File: src/rtl/text_console_scroll_buffer_macros.svh
// Assertion helpers shared by the console buffer modules.
// Each module that uses them has i_clk and i_rst_n in scope.
`ifndef TEXT_CONSOLE_SCROLL_BUFFER_MACROS_SVH
`define TEXT_CONSOLE_SCROLL_BUFFER_MACROS_SVH

// Same-cycle implication.
`define TCSB_ASSERT_IMPL(label, ante, cons, msg) \
    label: assert property (@(posedge i_clk) disable iff (!i_rst_n) (ante) |-> (cons)) \
        else $error(msg);

// Next-cycle implication.
`define TCSB_ASSERT_NEXT(label, ante, cons, msg) \
    label: assert property (@(posedge i_clk) disable iff (!i_rst_n) (ante) |=> (cons)) \
        else $error(msg);

`endif

File: src/rtl/tcsb_pkg.sv
package tcsb_pkg;

    localparam int DEF_ROWS = 24;
    localparam int DEF_COLS = 80;

    localparam logic [1:0] CMD_PUT   = 2'd0;
    localparam logic [1:0] CMD_WRITE = 2'd1;
    localparam logic [1:0] CMD_READ  = 2'd2;
    localparam logic [1:0] CMD_CLEAR = 2'd3;

    localparam logic [7:0] CH_LF = 8'd10;
    localparam logic [7:0] CH_CR = 8'd13;

    // controller -> datapath
    typedef struct packed {
        logic latch;
        logic scroll;
        logic clear;
        logic sweep_start;
        logic sweep_step;
        logic access;
        logic rd_capture;
        logic load_out;
    } t_ctrl_cmd;

    // datapath -> controller
    typedef struct packed {
        logic [1:0] cmd;
        logic       scroll_need;
        logic       cell_ok;
        logic       line_flagged;
        logic       sweep_last;
        logic       out_free;
    } t_dp_sts;

endpackage

File: src/rtl/tcsb_ctrl.sv
`include "text_console_scroll_buffer_macros.svh"

module tcsb_ctrl (
    input  logic               i_clk,
    input  logic               i_rst_n,
    input  logic               i_req_valid,
    output logic               o_req_ready,
    input  tcsb_pkg::t_dp_sts  i_sts,
    output tcsb_pkg::t_ctrl_cmd o_cmd
);
    import tcsb_pkg::*;

    localparam logic [2:0] ST_IDLE   = 3'd0;
    localparam logic [2:0] ST_PREP   = 3'd1;
    localparam logic [2:0] ST_SWEEP  = 3'd2;
    localparam logic [2:0] ST_ACCESS = 3'd3;
    localparam logic [2:0] ST_RWAIT  = 3'd4;
    localparam logic [2:0] ST_DONE   = 3'd5;

    logic [2:0] r_state;
    logic [2:0] n_state;
    t_ctrl_cmd  cmd;

    assign o_req_ready = (r_state == ST_IDLE);

    always_comb begin
        n_state = r_state;
        cmd     = '0;
        unique case (r_state)
            ST_IDLE: begin
                if (i_req_valid) begin
                    cmd.latch = 1'b1;
                    n_state   = ST_PREP;
                end
            end
            ST_PREP: begin
                unique case (i_sts.cmd)
                    CMD_PUT: begin
                        if (i_sts.scroll_need) begin
                            cmd.scroll = 1'b1;
                        end else if (i_sts.line_flagged) begin
                            cmd.sweep_start = 1'b1;
                            n_state         = ST_SWEEP;
                        end else begin
                            n_state = ST_ACCESS;
                        end
                    end
                    CMD_WRITE: begin
                        if (!i_sts.cell_ok) begin
                            n_state = ST_DONE;
                        end else if (i_sts.line_flagged) begin
                            cmd.sweep_start = 1'b1;
                            n_state         = ST_SWEEP;
                        end else begin
                            n_state = ST_ACCESS;
                        end
                    end
                    CMD_READ: begin
                        // RAM address is already on the port; data lands next cycle
                        if (i_sts.cell_ok && !i_sts.line_flagged) begin
                            n_state = ST_RWAIT;
                        end else begin
                            n_state = ST_DONE;
                        end
                    end
                    default: begin
                        cmd.clear = 1'b1;
                        n_state   = ST_DONE;
                    end
                endcase
            end
            ST_SWEEP: begin
                cmd.sweep_step = 1'b1;
                if (i_sts.sweep_last) begin
                    n_state = ST_ACCESS;
                end
            end
            ST_ACCESS: begin
                cmd.access = 1'b1;
                n_state    = ST_DONE;
            end
            ST_RWAIT: begin
                cmd.rd_capture = 1'b1;
                n_state        = ST_DONE;
            end
            ST_DONE: begin
                if (i_sts.out_free) begin
                    cmd.load_out = 1'b1;
                    n_state      = ST_IDLE;
                end
            end
            default: begin
                n_state = ST_IDLE;
            end
        endcase
    end

    always_ff @(posedge i_clk) begin
        if (!i_rst_n) begin
            r_state <= ST_IDLE;
        end else begin
            r_state <= n_state;
        end
    end

    assign o_cmd = cmd;

    `TCSB_ASSERT_NEXT(a_accept_to_prep, i_req_valid && o_req_ready, r_state == ST_PREP, "accept did not start a request")
    `TCSB_ASSERT_NEXT(a_sweep_exit, cmd.sweep_step && i_sts.sweep_last, r_state == ST_ACCESS, "line sweep did not end in access")
    `TCSB_ASSERT_NEXT(a_single_scroll, cmd.scroll, !cmd.scroll, "scroll issued twice for one put")

endmodule

File: config.mk
export PLATFORM = sky130hd
export DESIGN_NAME = tcsb_ctrl
export DESIGN_NICKNAME = d
export VERILOG_FILES = /design/src/rtl/tcsb_pkg.sv /design/src/rtl/tcsb_ctrl.sv
export VERILOG_INCLUDE_DIRS = /design/src /design/src/rtl
export SDC_FILE = /design/constraint.sdc
export NUM_CORES = 1
export LEC_CHECK = 0
export CORE_AREA = 8 8 45 47
export DETAILED_ROUTE_END_ITERATION = 10
export DIE_AREA = 0 0 53 55
export DONT_BUFFER_PORTS = 1
export GPL_ROUTABILITY_DRIVEN = 0
export PLACE_DENSITY = 0.4
export SLEW_MARGIN = 10
export SYNTH_ARGS = -nofsm -noshare
export SYNTH_HDL_FRONTEND = slang
export SYNTH_SLANG_ARGS = --single-unit
File: constraint.sdc
create_clock -name i_clk -period 1.45 [get_ports i_clk]
set_clock_uncertainty 0.1 [all_clocks]
set_input_delay 0.2175 -clock i_clk [delete_from_list [all_inputs] [get_ports i_clk]]
set_output_delay 0.2175 -clock i_clk [all_outputs]
set_load 0.01 [all_outputs]
# --- Word-level counts from Yosys, hierarchy flattened ---
# Cells that the tools add are included.
# Widths: inputs -> output; s select.
totals:
  word_cells: 43
  out_inout_bits: 9
  register_bits: 3
  inputBits: 10
classes:
  eq_ne: 11
  reduce_logical: 7
  muxes: 24
op_table:
  columns: ["cell", "count"]
  rows:
  - ["$mux 3", 6]
  - ["$mux 1", 15]
  - ["$pmux 3 s5", 1]
  - ["$pmux 3 s3", 1]
  - ["$eq 3x2->1 const B", 2]
  - ["$eq 3x3->1 const B", 2]
  - ["$ne 2x2->1 const B", 3]
  - ["$reduce_and 4->1", 1]
  - ["$eq 3x1->1 const B", 1]
  - ["$logic_not 3->1", 1]
  - ["$ne 3x3->1 const B", 1]
  - ["$reduce_or 3->1", 1]
  - ["$eq 2x1->1 const B", 1]
  - ["$eq 2x2->1 const B", 1]
  - ["$logic_not 2->1", 1]
  - ["$pmux 1 s2", 1]
  - ["$reduce_or 2->1", 1]
  - ["$logic_and 1x1->1", 1]
  - ["$logic_not 1->1", 1]

# --- Depth between registers and ports, before layout ---
depth:
  depth_word: 5
  ltp_mapped: 4
  ltp_nobuf: 4

# --- Worst setup path before layout ---
# No wires, ideal clock.
synth_path:
  path_kind: "reg-to-reg"
  from: "register r_state[2]"
  to: "register r_state[1]"
  stages_incl_launch_ff: 5
  path_buffers: 0
  setup_ps: 116
  required_time_ps: 1234
  arrival_time_ps: 1197
  period_less_slack_ps: 1413
  setup_slack_ps: 37
  path_cell_list: "dfxtp_1 -> or3b_4 -> nor3_2 -> or4b_1 -> a21oi_1"
synth_via:
  elab_chain_cells: 3
  elab_cells_between_ends: 13
  classes_between: "eq/ne (9); mux (1); reduce/logical (3)"
synth_lines:
  columns: ["element", "line_no", "rtl"]
  rows:
  - ["start: declaration", "tcsb_ctrl.sv:20", "logic [2:0] r_state;"]
  - ["start signal: assignment", "tcsb_ctrl.sv:102", "r_state <= n_state;"]
  - ["$eq 3x3->1 (tied with other cells)", "tcsb_ctrl.sv:29", "unique case (r_state)"]
  - ["$reduce_or 2->1 (no line) (tied with other cells)", null, null]
  - ["$pmux 3 s5 / $reduce_and 4->1 (equally long branches)", null, null]
# Several ways; a longest one is shown, not always the timed one.
# A chain may end at the register's enable or synchronous reset.

==> results.ini <==
[synthesis]
yosysWarningCount = 0
yosysSeqAreaShare = 0.224
postSynthAreaPerCell_um2 = 7.05
syn_nets = 48
synth_most_common_cell = nand2_1
synth_flop_cell = dfxtp_1
synth_edf_count = 0
synthTopCellsByArea = dfxtp_1, a21oi_1, nand2_1
synth_common_cells = nand2_1, a21oi_1, nor2_1, dfxtp_1, inv_1
async_flop_share = 0
netlist_instances = 38
yosys.cell_types.count = 22
yosysTopAreaCell = dfxtp_1
syn_area_um2 = 268
synthDominantCellAreaShare = 0.224
ys_ff_latch = 3

[clock_network]
cts_buffers = 3
cts.path.max_buffers = 2
cts_max_level = 1
clockRootBuffer = clkbuf_4
path_clk_slew_ns = 0.04
clock-sinks = 3
insertion_delay_ns = 0.24
cts_tree = done

[detailed_routing]
wl_met1_um = 439
routed.top_layer = met4
vias_per_cell = 4.95
drc = 0
wl_per_cell_um = 15.8
drt_pass1_iterations = 4
wl_mm = 1.15
wl_met2_um = 578
drt_iter0_drc = 3
vias = 361
wl_met3_um = 106
antenna_left = 0

[critical_path]
r2r_slack_ns = -0.10
crit_end = o_cmd[4]
critPathTopFamily = simple AND/OR/NAND/NOR gates
cp.depth = 2
endpoint_kind = output pin
path_buf_inv = 0
worstSetupStartpointType = flip-flop
r2r-start = r_state[0]
cp.arrival_ns = 1.30
crit_type = reg -> out
slowest_stage = or3b_4
crit_required_ns = 1.13
r2r-end = r_state[1]
cp_max_fo = 4
max_stage_delay_ns = 0.40
path_cells = or3b_4, and4b_2
startpoint = r_state[2]
r2r_cells = 5

[die]
die_w_um = 53
core_um2 = 1380
row_count = 14
die_area_um2 = 2920
die_y_um = 55
io_pins = 19
initial_core_util = 0.193

[global_routing]
track_usage = 0.0677
grt_pass1_wl_mm = 1.52
grt_remaining_overflow = 0
grt_start_max_net_pins = 7
antenna_found_initial = 0
grt_pass1_vias = 375

[power_and_ir_drop]
internal_power_w = 0.000365
power.share.clock = 0.258
pwr-share-comb = 0.553
seq_power_share = 0.188
switching_power_w = 0.000212
total_power_w = 0.000578
ir_drop_v = 0.000487
switching_share = 0.368
p_per_area_nw_per_um2 = 1070
power.leakage_nw = 0.221

[sta]
finalSetupViolations = 7
holdWs_ns = 0.0334
min_period_ns = 1.61
tightest_slew_ns = 0.266
maxSlewHeadroom = 0.820
final-hold-violation-count = 0
fmax_ghz = 0.620
period_share = 1.11
drv_slew = 0
layout_setup_ws_ns = -0.163
rsz0062_at_grt = yes

[final_layout]
reg_top3 = r_state x3
design_area_um2 = 542
largest_reg_flops = 3
final_nets = 68
syn_to_final_growth_pct = 102
fillers = 145
n_antenna_cell = 0
drive_above_1_share = 0.684
regMostFlops = r_state

[job]
cap_violations = 0

[place]
placed_area_um2 = 358
portBuffers = 0
place_hpwl_um = 743

[status]
status = finished, violations left
failed_checks = setup timing

[min_path]
hold_class = in -> reg

-- layout make-up --
class / count / area, µm² / area share
multi-input combinational: 31 / 280 / 0.517
sequential: 3 / 63.8 / 0.118
timing repair buffer: 16 / 138 / 0.254
tap: 16 / 20.0 / 0.0370
clock buffer: 4 / 26.3 / 0.0485
inverter: 3 / 13.8 / 0.0254
-- worst min path at each step --
stage | start | to | slack (ns) | depth (start not counted)
after global placement | i_rst_n | r_state[1] | 0.25 | 2
after detailed placement | i_rst_n | r_state[2] | 0.25 | 1
final | i_rst_n | r_state[0] | 0.03 | 2
after CTS | i_rst_n | r_state[0] | 0.03 | 2
after global routing | i_rst_n | r_state[0] | 0.03 | 2
after floorplan | i_rst_n | r_state[2] | 0.24 | 1
-- power groups by stage --
stage	Clock [W]	Combinational, W	Sequential (W)
floorplan	0	0.000114	0.000106
global placement	0	0.000195	0.000108
detailed placement	0	0.000189	0.000109
CTS	0.000156	0.000250	0.000107
global route	0.000162	0.000342	0.000109
finish	0.000149	0.000320	0.000109
-- cell usage in the layout, fill, tap and decap left out, types with 2 or more instances in the layout --
cell type / count
buf_4: 11
nand2_1: 4
buf_6: 4
nor2_4: 3
a21oi_1: 3
clkbuf_4: 3
dfxtp_2: 3
nand2_4: 2
nor3_4: 2
a21oi_2: 2
-- metal layers --
metal	global-route usage	up-vias
li1	-	175
met1	0.0728	169
met2	0.121	15
met3	0.0374	2
met4	0	0
met5	0	-
-- through the flow --
| step | setup TNS (ns) | worst slack [ns] | instances | utilization |
|---|---|---|---|---|
| after CTS | -0.653 | -0.180 | 71 | 0.334 |
| after floorplan | 0 | 0.0371 | 38 | - |
| after detailed placement | -0.00185 | -0.00185 | 63 | 0.259 |
| after global routing | -0.878 | -0.193 | 73 | 0.392 |
| after global placement | -0.0219 | -0.0219 | 63 | 0.259 |
| final | -0.566 | -0.163 | 73 | 0.392 |
-- cells by family after synthesis --
| kind of cell | after synthesis | synth area share |
|---|---|---|
| flops | 3 | 0.224 |
| simple gates | 21 | 0.486 |
| compound gates | 10 | 0.229 |
| buf+inv | 4 | 0.0607 |
-- repair_timing --
| item | CTS | global route |
|---|---|---|
| gates cloned | 0 | 0 |
| hold endpoints to repair | 2 | 0 |
| hold buffers | 1 | 0 |
| endpoints found under the setup margin | 7 | 10 |
| gates resized for setup | 15 | 17 |
| pin swaps | 6 | 7 |
| setup buffers | 3 | 2 |
(Power assumes the default switching activity.)
